==> src/mrtq_pkg.sv <==
`timescale 1ns / 1ps

package mrtq_pkg;

   localparam int BYTE_W      = 8;
   localparam int MSG_LEN_W   = 11;
   localparam int DROP_W      = 32;
   localparam int CLEN_W      = 7;
   localparam int MAX_RESULTS = 64;

   localparam logic OP_WRITE   = 1'b0;
   localparam logic OP_TX_DONE = 1'b1;

   typedef enum logic [3:0] {
      ST_IDLE   = 4'b0001,
      ST_STATUS = 4'b0010,
      ST_CHECK  = 4'b0100,
      ST_OUT    = 4'b1000
   } state_type;

   typedef struct packed {
      logic                 opcode;
      logic [BYTE_W-1:0]    data_byte;
      logic [MSG_LEN_W-1:0] msg_len;
      logic                 first_byte;
      logic                 link_ready;
      logic                 tx_busy;
   } req_item_type;

   typedef struct packed {
      logic              out_kind;
      logic              accepted;
      logic [DROP_W-1:0] drop_count;
      logic [BYTE_W-1:0] out_byte;
      logic [CLEN_W-1:0] chunk_len;
      logic              last_in_chunk;
   } rsp_item_type;

   // controller -> datapath
   typedef struct packed {
      logic accept;   // input item taken this cycle
      logic load;     // start a chunk
      logic rd_en;    // read next ring byte, advance tail
      logic emit;     // result channel carries a chunk byte
   } ctrl_cmd_type;

   // datapath -> controller
   typedef struct packed {
      logic is_event;
      logic is_first;
      logic commit;
      logic drain_go;
      logic last;
   } dp_status_type;

endpackage

==> src/mrtq_ctrl.sv <==
`timescale 1ns / 1ps

module mrtq_ctrl (
   input  logic                   clock,
   input  logic                   reset,
   input  logic                   req_valid,
   input  logic                   rsp_ready,
   input  mrtq_pkg::dp_status_type status,
   output logic                   req_ready,
   output logic                   rsp_valid,
   output mrtq_pkg::ctrl_cmd_type cmd
);
   import mrtq_pkg::*;

   state_type state_ff, state_in;
   logic      pend_ff, pend_in;   // commit waiting behind a status item

   always_comb begin
      state_in   = state_ff;
      pend_in    = pend_ff;
      req_ready  = 1'b0;
      rsp_valid  = 1'b0;
      cmd        = '0;
      unique case (state_ff)
         ST_IDLE: begin
            req_ready  = 1'b1;
            cmd.accept = req_valid;
            if (req_valid) begin
               if (status.is_event) begin
                  state_in = ST_CHECK;
               end else if (status.is_first) begin
                  state_in = ST_STATUS;
                  pend_in  = status.commit;
               end else if (status.commit) begin
                  state_in = ST_CHECK;
               end
            end
         end
         ST_STATUS: begin
            rsp_valid = 1'b1;
            if (rsp_ready) begin
               state_in = pend_ff ? ST_CHECK : ST_IDLE;
               pend_in  = 1'b0;
            end
         end
         ST_CHECK: begin
            if (status.drain_go) begin
               cmd.load  = 1'b1;
               cmd.rd_en = 1'b1;
               state_in  = ST_OUT;
            end else begin
               state_in = ST_IDLE;
            end
         end
         ST_OUT: begin
            rsp_valid = 1'b1;
            cmd.emit  = 1'b1;
            if (rsp_ready) begin
               if (status.last) begin
                  state_in = ST_IDLE;
               end else begin
                  cmd.rd_en = 1'b1;
               end
            end
         end
         default: begin
            state_in = ST_IDLE;
            pend_in  = 1'b0;
         end
      endcase
   end

   always_ff @(posedge clock) begin
      if (reset) begin
         state_ff <= ST_IDLE;
         pend_ff  <= 1'b0;
      end else begin
         state_ff <= state_in;
         pend_ff  <= pend_in;
      end
   end

endmodule

==> config.mk <==
export PLATFORM = sky130hd
export DESIGN_NAME = mrtq_ctrl
export DESIGN_NICKNAME = d
export VERILOG_FILES = /design/src/mrtq_pkg.sv /design/src/mrtq_ctrl.sv
export SDC_FILE = /design/constraint.sdc
export NUM_CORES = 1
export LEC_CHECK = 0
export BUFFER_PORTS_ARGS = -buffer_cell sky130_fd_sc_hd__buf_4
export CAP_MARGIN = 20
export CORE_MARGIN = 4
export CORE_UTILIZATION = 25
export DETAILED_ROUTE_END_ITERATION = 10
export GPL_TIMING_DRIVEN = 0
export MAX_ROUTING_LAYER = met4
export PLACE_DENSITY = 0.45
export REMOVE_ABC_BUFFERS = 1
export SLEW_MARGIN = 25
export SYNTH_ARGS = -nofsm -noshare
export SYNTH_HDL_FRONTEND = slang
export SYNTH_SLANG_ARGS = --single-unit
==> constraint.sdc <==
create_clock -name clock -period 1.5 [get_ports clock]
set_clock_uncertainty 0.15 [all_clocks]
set_input_delay 0.3 -clock clock [delete_from_list [all_inputs] [get_ports clock]]
set_output_delay 0.3 -clock clock [all_outputs]
set_load 0.02 [all_outputs]
==> summary.txt, run 1 <==
Timing
  • Final worst slack: -0.2015 ns
  • FMAX: 587.7 MHz
  • Final hold vios: 0
  • Tcrit/Tclk final: 113.4%
  • Max-slew violation total from the final report: 0
  • Max_slew headroom: 78.13%
  • RSZ-0062 raised after global routing: true
  • Final setup viols: 11
  • Worst-Margin Slew: 0.3236 ns
  • Hold_ws: 0.1358 ns
  • Min cycle time layout: 1.702 ns

Cells and area
  • Final instance area: 823.3 um^2
  • Layout cells sized above 1: 68.83%
  • Most common cell after layout, fill and taps aside: buf_4
  • Final #Nets: 87
  • Area growth syn-to-layout: 90.72%
  • Diode count: 0
  • Most frequent cells in the layout: 21 x buf_4, 10 x buf_6, 4 x nor2_1, 4 x dfxtp_4, 3 x clkbuf_4

Clock network
  • Clock Path Buffers: 2
  • H-tree levels: 1
  • Clock-pin slew on the worst setup and hold paths: 0.04 ns
  • CTS root buffer: clkbuf_4
  • CTS tree: done
  • Cts hold-fix bufs: 0
  • Clock insertion delay at the later pin of the skew report: 0.23 ns
  • Total CTS buffers: 3
  • Clock sink count: 5

Pwr
  • LEAKAGE: 0.3347 nW
  • P per Cell Area: 1146 nW/um^2
  • Max rail drop VDD: 0.0005387 V

Placement
  • I/O Buffers: 14
  • DP HPWL: 728.1 um
  • Post-DP Area: 525.5 um^2
  • Placer Congestion: 0.6931

Worst hold path
  • Hold/Removal Path Class: in -> reg
  • Hold path depth: 2

Setup path
  • Critical Path AT: 1.25 ns
  • CP Cell Sequence: nor4b_4, and2_4, buf_6
  • Type of origin of the critical path: flip-flop
  • Stages on worst setup path: 3
  • R2R cell count: 5
  • Critical path's top delay family: simple AND/OR/NAND/NOR gates
  • Max stage delay on crit path: 0.38 ns
  • Nature of the critical path endpoint: primary output
  • Worst EP required: 1.05 ns
  • WS Path Type: reg -> out
  • CP max FO: 7
  • Max stage delay cell, worst path: dfxtp_4
  • CP bufs+invs: 1

Synthesis
  • Syn Area/Cell: 9.384 um^2
  • Flops & latches, synth: 5
  • Seq/Total Area, Yosys: 23.19%
  • Post-synth top area share: 23.19%
  • Cells after Synth: 46
  • Cell variety after synth: 31
  • Dominant cells by area after synthesis: dfxtp_1 23%, nor4b_4 11%, nor2_1 5.2%
  • Mapped Area: 431.7 um^2
  • Main flop type after synthesis: dfxtp_1
  • YS warnings: 0
  • Ys async rst share: 0%
  • Synth area leader: dfxtp_1
  • EDFF count, synth: 0

Die
  • Die area: 2456 um^2
  • CORE AREA: 1577 um^2
  • Initial Util: 27.38%
  • Die width: 49.56 um
  • Num rows: 14
  • Chip Height: 49.56 um
  • Top Ports: 15

Global route
  • Overflow after GRT: 0
  • Total track usage: 12.03%
  • Pin count of the biggest net entering global routing: 9
  • First-pass GRT wire length: 2228 um
  • Initial antenna violation count: 0
  • Vias in the first global route: 511

Route
  • Routed vias/inst: 4.720
  • Final wirelength: 1235 um
  • Drt first pass iters: 3
  • Routed WL per cell: 13.28 um
  • Initial DRC Count: 2
  • Drt drc: 0
  • Routed vias: 439
  • Remaining antenna violation count: 0

Outcome
  • Outcome: finished with violations
  • Failing checks: setup timing

Flow run
  • Max-cap viol count: 0
==> worst register-to-register path, cell delays in order, from the launching register on <==
cell       delay (ns)
dfxtp_4          0.38
buf_4            0.15
or3_1            0.41
o2bb2ai_4        0.19
a21o_4           0.14
mux2i_1          0.16
==> logic make-up after synthesis <==
group	Yosys count	synth area share [%]
mux	2	4.638
compound gates	11	23.48
simple gates	21	37.68
xor+xnor	1	2.029
flops	5	23.19
buf+inv	6	8.982
==> layer usage <==
metal  wire [um]  vias up  track usage (%)
li1            -      232                -
met1         517      203            12.68
met2         695        4            22.25
met3          22        0            1.205
met4           0        0            5.530
met5           0        -                -
==> Yosys cell counts, types with 2 or more instances <==
library cell	number
buf_4	2
nor2_1	6
mux2i_1	2
nor4b_4	2
dfxtp_1	5
nand2b_1	2
nor3b_1	2
nand3b_1	2
==> flip-flops by register name, indices dropped and copies added, names as in the netlist <==
register	flops
state_ff	4
pend_ff	1
==> layout make-up <==
class                           count  area, um^2
Sequential cell                     5       115.1
Fill cell                         149       753.2
Multi-Input combinational cell     35       384.1
Inverter                            2       7.507
Tap cell                           16       20.02
Clock buffer                        4       26.28
Timing Repair Buffer               31       270.3
==> worst paths after layout <==
kind,endpoint,slack [ns],start
max,cmd[3],-0.20,state_ff[2]$_SDFFE_PP0P_
min,state_ff[1]$_SDFFE_PP0P_,0.14,reset
max reg2reg,state_ff[0]$_SDFFE_PP1P_,-0.15,state_ff[2]$_SDFFE_PP0P_
min reg2reg,pend_ff$_SDFFE_PP0P_,0.33,pend_ff$_SDFFE_PP0P_
==> timing repair <==
item | 4_1_cts | 5_1_grt
gates cloned | 0 | 0
endpoints found under the setup margin | 10 | 11
resized for setup | 25 | 6
setup buffers | 14 | 3
pin swaps | 8 | 11
==> power breakdown <==
| group | switching, mW | internal, mW | leakage [nW] |
|---|---|---|---|
| clock network | 0.0475 | 0.100 | 0.0150 |
| logic | 0.222 | 0.342 | 0.276 |
| registers | 0.0620 | 0.171 | 0.0433 |
| total | 0.331 | 0.612 | 0.335 |
==> metrics by stage <==
step                      cells  setup TNS [ns]  util [%]  worst slack, ns  total power [mW]
after floorplan              42         -0.7978         -          -0.2071            0.4567
after global placement       72          -1.222     33.33          -0.2705            0.5727
after detailed placement     72         -0.7856     33.33          -0.2116            0.5609
after CTS                    90          -1.146     49.13          -0.2027            0.8991
after global routing         93          -1.918     52.22          -0.2485             1.011
final                        93          -1.347     52.22          -0.2015            0.9439
No activity file was read; power rests on OpenSTA's default activity.
==> inputs of run 2 (changes only) <==
--- a/config.mk
+++ b/config.mk
@@ -12,8 +12,7 @@
 export DETAILED_ROUTE_END_ITERATION = 10
 export GPL_TIMING_DRIVEN = 0
 export MAX_ROUTING_LAYER = met4
-export PLACE_DENSITY = 0.45
-export REMOVE_ABC_BUFFERS = 1
+export PLACE_DENSITY = 0.44
 export SLEW_MARGIN = 25
 export SYNTH_ARGS = -nofsm -noshare
 export SYNTH_HDL_FRONTEND = slang
==> constraint.sdc (replaced) <==
create_clock -name clock -period 1.6 [get_ports clock]
set_clock_uncertainty 0.15 [all_clocks]
set_input_delay 0.32 -clock clock [delete_from_list [all_inputs] [get_ports clock]]
set_output_delay 0.32 -clock clock [all_outputs]
set_load 0.02 [all_outputs]
==> summary.txt, run 2 (synthesized netlist as in run 1, its figures left out) <==
Global route
  • Vias in the first global route: 457
  • Initial antenna violation count: 0
  • First-pass GRT wire length: 2007 um
  • Pin count of the biggest net entering global routing: 9
  • Overflow after GRT: 0
  • Total track usage: 11.18%

Clock network
  • Clock sink count: 5
  • Clock insertion delay at the later pin of the skew report: 0.24 ns
  • H-tree levels: 1
  • Total CTS buffers: 3
  • Clock-pin slew on the worst setup and hold paths: 0.04 ns
  • CTS root buffer: clkbuf_4
  • CTS tree: done
  • Clock Path Buffers: 2

Setup path
  • Critical Path End: cmd[3]
  • Type of origin of the critical path: flip-flop
  • Nature of the critical path endpoint: primary output
  • CP max FO: 7
  • Worst EP required: 1.13 ns
  • Worst r2r dst: pend_ff$_SDFFE_PP0P_
  • WS Path Type: reg -> out
  • Critical Path AT: 1.28 ns
  • Worst r2r src: state_ff[1]$_SDFFE_PP0P_
  • R2R cell count: 7
  • Critical Path Start: state_ff[1]$_SDFFE_PP0P_
  • Reg-to-reg slack, setup: -0.13 ns

Placement
  • DP HPWL: 789.7 um
  • Placer Congestion: 0.6566
  • Placed cell count: 76
  • Dpl ws: -0.01716 ns
  • I/O Buffers: 14

Cells and area
  • Most flops, register: state_ff
  • Max reg flops: 4
  • FILL cells: 147
  • Final cell count without fillers: 96
  • Most frequent cells in the layout: 24 x buf_4, 10 x buf_6, 5 x nor2_1
  • Area growth syn-to-layout: 94.20%
  • Layout cells sized above 1: 68.75%
  • Largest registers: state_ff (4), pend_ff (1)
  • Final #Nets: 90
  • Diode count: 0
  • Most common cell after layout, fill and taps aside: buf_4

Timing
  • Max_slew headroom: 81.25%
  • Final worst slack: -0.1497 ns
  • Max-slew violation total from the final report: 0
  • FMAX: 571.5 MHz
  • Hold_ws: 0.1543 ns
  • Final setup viols: 9
  • Worst-Margin Slew: 0.2788 ns
  • RSZ-0062 raised after global routing: true
  • Min cycle time layout: 1.750 ns
  • Tcrit/Tclk final: 109.4%
  • Sum Neg Setup Slack: -0.9186 ns
  • Final hold vios: 0

Worst hold path
  • Hold/Removal Path Class: in -> reg
  • Hold path depth: 2

Pwr
  • Clk pwr share: 15.6%
  • Total power: 0.9254 mW
  • Max rail drop VDD: 0.0006326 V
  • P per Cell Area: 1104 nW/um^2
  • Comb power frac: 63.5%
  • LEAKAGE: 0.3554 nW
  • Sequential share of power: 20.8%
  • Switching share of power: 35.06%
  • Internal power: 0.6009 mW
  • P_sw: 0.3245 mW

Die
  • Initial Util: 27.38%
  • CORE AREA: 1577 um^2
  • Chip Height: 49.56 um
  • Die area: 2456 um^2
  • Top Ports: 15
  • Num rows: 14
  • Die width: 49.56 um

Route
  • Drt drc: 0
  • Routed WL per cell: 12.72 um
  • Remaining antenna violation count: 0
  • Initial DRC Count: 1
  • Drt first pass iters: 3
  • Routed vias/inst: 4.927
  • Final wirelength: 1221 um
  • Routed vias: 473

Synthesis
  • Synth Net Count: 55

Outcome
  • Failing checks: setup timing
  • Outcome: finished with violations

Flow run
  • Max-cap viol count: 0
==> run 2: stage by stage <==
stage	utilization, %	instance area (um^2)
2_1_floorplan	-	455.4
3_3_place_gp	36.83	580.6
3_5_place_dp	36.83	580.6
4_1_cts	49.13	774.5
5_1_grt	53.17	838.3
6_report	53.17	838.3
==> run 2: per-layer routing <==
metal	global-route usage [%]	vias to the layer above	wire, um	share of wire, %
li1	-	238	-	-
met1	11.73	218	502	41
met2	18.28	15	627	51
met3	4.819	2	79	6.5
met4	4.608	0	12	0.98
met5	-	-	0	0
==> run 2: critical path, stage by stage, from the launching register on <==
cell     delay, ns
dfxtp_1       0.30
buf_6         0.13
nor4b_4       0.29
and2_4        0.20
buf_6         0.11
==> run 2: power groups by stage <==
stage / Clock, mW / Sequential [mW] / Combinational (mW)
after floorplan: 0 / 0.187 / 0.286
after CTS: 0.152 / 0.192 / 0.529
final: 0.145 / 0.193 / 0.588
after detailed placement: 0 / 0.195 / 0.381
after global routing: 0.167 / 0.197 / 0.637
after global placement: 0 / 0.196 / 0.387
==> run 2: final cells by class <==
class                           count  area, um^2  share of cell area [%]
Multi-Input combinational cell     35       385.4                   45.97
Buffer                              4       41.29                   4.925
Sequential cell                     5       106.4                   12.69
Tap cell                           16       20.02                   2.388
Inverter                            2       7.507                  0.8955
Clock buffer                        4       26.28                   3.134
Timing Repair Buffer               30       251.5                   30.00
==> run 2: worst min path at each step <==
stage,start,end,slack [ns]
after global placement,pend_ff$_SDFFE_PP0P_,pend_ff$_SDFFE_PP0P_,0.33
after floorplan,reset,state_ff[2]$_SDFFE_PP0P_,0.24
after global routing,reset,state_ff[3]$_SDFFE_PP0P_,0.16
after detailed placement,pend_ff$_SDFFE_PP0P_,pend_ff$_SDFFE_PP0P_,0.34
final,reset,state_ff[2]$_SDFFE_PP0P_,0.15
after CTS,reset,state_ff[2]$_SDFFE_PP0P_,0.13
==> run 2: timing repair <==
action / in CTS / in global routing
hold buffers: 0 / 0
pin swaps: 5 / 10
buffers inserted: 13 / 3
gates cloned: 0 / 0
resized for setup: 12 / 8
endpoints found under the setup margin: 6 / 11
==> inputs of run 3 (changes only) <==
--- a/config.mk
+++ b/config.mk
@@ -5,14 +5,14 @@
 export SDC_FILE = /design/constraint.sdc
 export NUM_CORES = 1
 export LEC_CHECK = 0
-export BUFFER_PORTS_ARGS = -buffer_cell sky130_fd_sc_hd__buf_4
 export CAP_MARGIN = 20
 export CORE_MARGIN = 4
 export CORE_UTILIZATION = 25
 export DETAILED_ROUTE_END_ITERATION = 10
+export DONT_BUFFER_PORTS = 1
 export GPL_TIMING_DRIVEN = 0
 export MAX_ROUTING_LAYER = met4
-export PLACE_DENSITY = 0.44
+export PLACE_DENSITY = 0.36
 export SLEW_MARGIN = 25
 export SYNTH_ARGS = -nofsm -noshare
 export SYNTH_HDL_FRONTEND = slang
==> summary.txt, run 3 (synthesized netlist as in run 1, its figures left out) <==
Pwr
  • LEAKAGE: 0.2448 nW
  • P per Cell Area: 1269 nW/um^2
  • Max rail drop VDD: 0.0004612 V

Route
  • Drt drc: 0
  • Routed vias/inst: 5.224
  • Final wirelength: 1195 um
  • Drt first pass iters: 2
  • Routed vias: 397
  • Initial DRC Count: 7
  • Routed WL per cell: 15.72 um
  • Remaining antenna violation count: 0

Die
  • Chip Height: 49.56 um
  • Top Ports: 15
  • Initial Util: 27.38%
  • Die area: 2456 um^2
  • Die width: 49.56 um
  • Num rows: 14
  • CORE AREA: 1577 um^2

Setup path
  • CP Cell Sequence: nor4b_4, a31o_4
  • Max stage delay cell, worst path: nor4b_4
  • CP max FO: 4
  • Worst EP required: 1.13 ns
  • Critical Path AT: 1.46 ns
  • Reg-to-reg slack, setup: -0.16 ns
  • Nature of the critical path endpoint: primary output
  • Max stage delay on crit path: 0.59 ns
  • Type of origin of the critical path: flip-flop
  • WS Path Type: reg -> out

Cells and area
  • Most common cell after layout, fill and taps aside: buf_6
  • Layout cells sized above 1: 55.00%
  • Final cell count without fillers: 76
  • Final #Nets: 70
  • Most frequent cells in the layout: 7 x buf_6, 6 x buf_4, 5 x nor2_1
  • FILL cells: 160
  • Final instance area: 651.9 um^2
  • Max reg flops: 4
  • Final core utilization: 41.35%
  • Area growth syn-to-layout: 51.01%
  • Largest registers: state_ff (4), pend_ff (1)
  • Most flops, register: state_ff
  • Diode count: 0

Outcome
  • Outcome: finished with violations
  • Failing checks: setup timing

Flow run
  • Max-cap viol count: 0

Clock network
  • Clock insertion delay at the later pin of the skew report: 0.25 ns
  • Total CTS buffers: 3
  • Clock Path Buffers: 2
  • Clock sink count: 5
  • H-tree levels: 1
  • CTS root buffer: clkbuf_4
  • CTS tree: done
  • Clock-pin slew on the worst setup and hold paths: 0.05 ns

Global route
  • Overflow after GRT: 0
  • Initial antenna violation count: 0
  • Total track usage: 10.93%
  • Vias in the first global route: 421
  • Pin count of the biggest net entering global routing: 7
  • First-pass GRT wire length: 1973 um

Timing
  • Tcrit/Tclk final: 120.7%
  • Min cycle time layout: 1.932 ns
  • Max_slew headroom: 60.04%
  • Worst-Margin Slew: 0.5969 ns
  • Final worst slack: -0.3318 ns
  • RSZ-0062 raised after global routing: true
  • Final setup viols: 11
  • Final hold vios: 0
  • FMAX: 517.7 MHz
  • Max-slew violation total from the final report: 0

Synthesis
  • Synth Net Count: 55

Placement
  • Placed cell count: 62
  • I/O Buffers: 0
  • DP HPWL: 787.2 um
  • Post-DP Area: 475.5 um^2
  • Placer Congestion: 0.7245

Worst hold path
  • Hold/Removal Path Class: in -> reg
-- run 3: cell types whose count changed in the layout (fill, tap and decap cells not counted), sizes merged --
cell and delta:
dlygate4sd3 +1, buf -21
-- run 3: final timing paths --
kind                         endpoint  cells past startpoint                      from
max reg2reg  state_ff[0]$_SDFFE_PP1P_                      7  state_ff[0]$_SDFFE_PP1P_
min reg2reg      pend_ff$_SDFFE_PP0P_                      2      pend_ff$_SDFFE_PP0P_
max                            cmd[1]                      2  state_ff[1]$_SDFFE_PP0P_
min          state_ff[0]$_SDFFE_PP1P_                      2                     reset
-- run 3: timing repair --
| item | CTS | global route |
|---|---|---|
| gates resized for setup | 13 | 5 |
| hold endpoints to repair | 3 | 0 |
| pin swaps | 8 | 9 |
| hold buffers | 1 | 0 |
| setup buffers | 7 | 5 |
| setup endpoints to repair | 10 | 11 |
-- run 3: where the power goes --
group          switching, mW  leakage, nW  internal, mW
clock                 0.0528       0.0150        0.0943
sequential            0.0333       0.0423         0.158
combinational          0.218        0.187         0.271
-- run 3: final cells by class --
class | count | area (um^2) | area share, %
clock buffer | 4 | 26.28 | 4.031
inverter | 2 | 7.507 | 1.152
buffer | 2 | 22.52 | 3.455
timing repair buffer | 12 | 111.4 | 17.08
tap | 16 | 20.02 | 3.071
multi-input combinational | 35 | 356.6 | 54.70
sequential | 5 | 107.6 | 16.51
-- run 3: per-stage QoR --
step / power, mW / hold slack [ns] / TNS, ns / setup WS (ns)
finish: 0.8270 / 0.09235 / -1.525 / -0.3318
global route: 0.8842 / 0.08556 / -2.223 / -0.3987
CTS: 0.7890 / 0.08458 / -1.382 / -0.3551
detailed placement: 0.5204 / 0.2427 / -0.4560 / -0.1212
global placement: 0.5196 / 0.2445 / -0.3829 / -0.1221
floorplan: 0.4726 / 0.2383 / -0.03594 / -0.03594
-- run 3: layer usage --
| metal | vias up | wire length [um] | GRT usage, % |
|---|---|---|---|
| li1 | 196 | - | - |
| met1 | 185 | 503 | 11.93 |
| met2 | 16 | 566 | 16.30 |
| met3 | 0 | 125 | 7.229 |
| met4 | 0 | 0 | 2.765 |
| met5 | - | 0 | - |
-- run 3: worst max-delay path: cells and delay by family (launching register included) --
| family | cells | cell delay [ns] |
|---|---|---|
| flops | 1 | 0.35 |
| simple gates | 1 | 0.59 |
| compound gates | 1 | 0.28 |
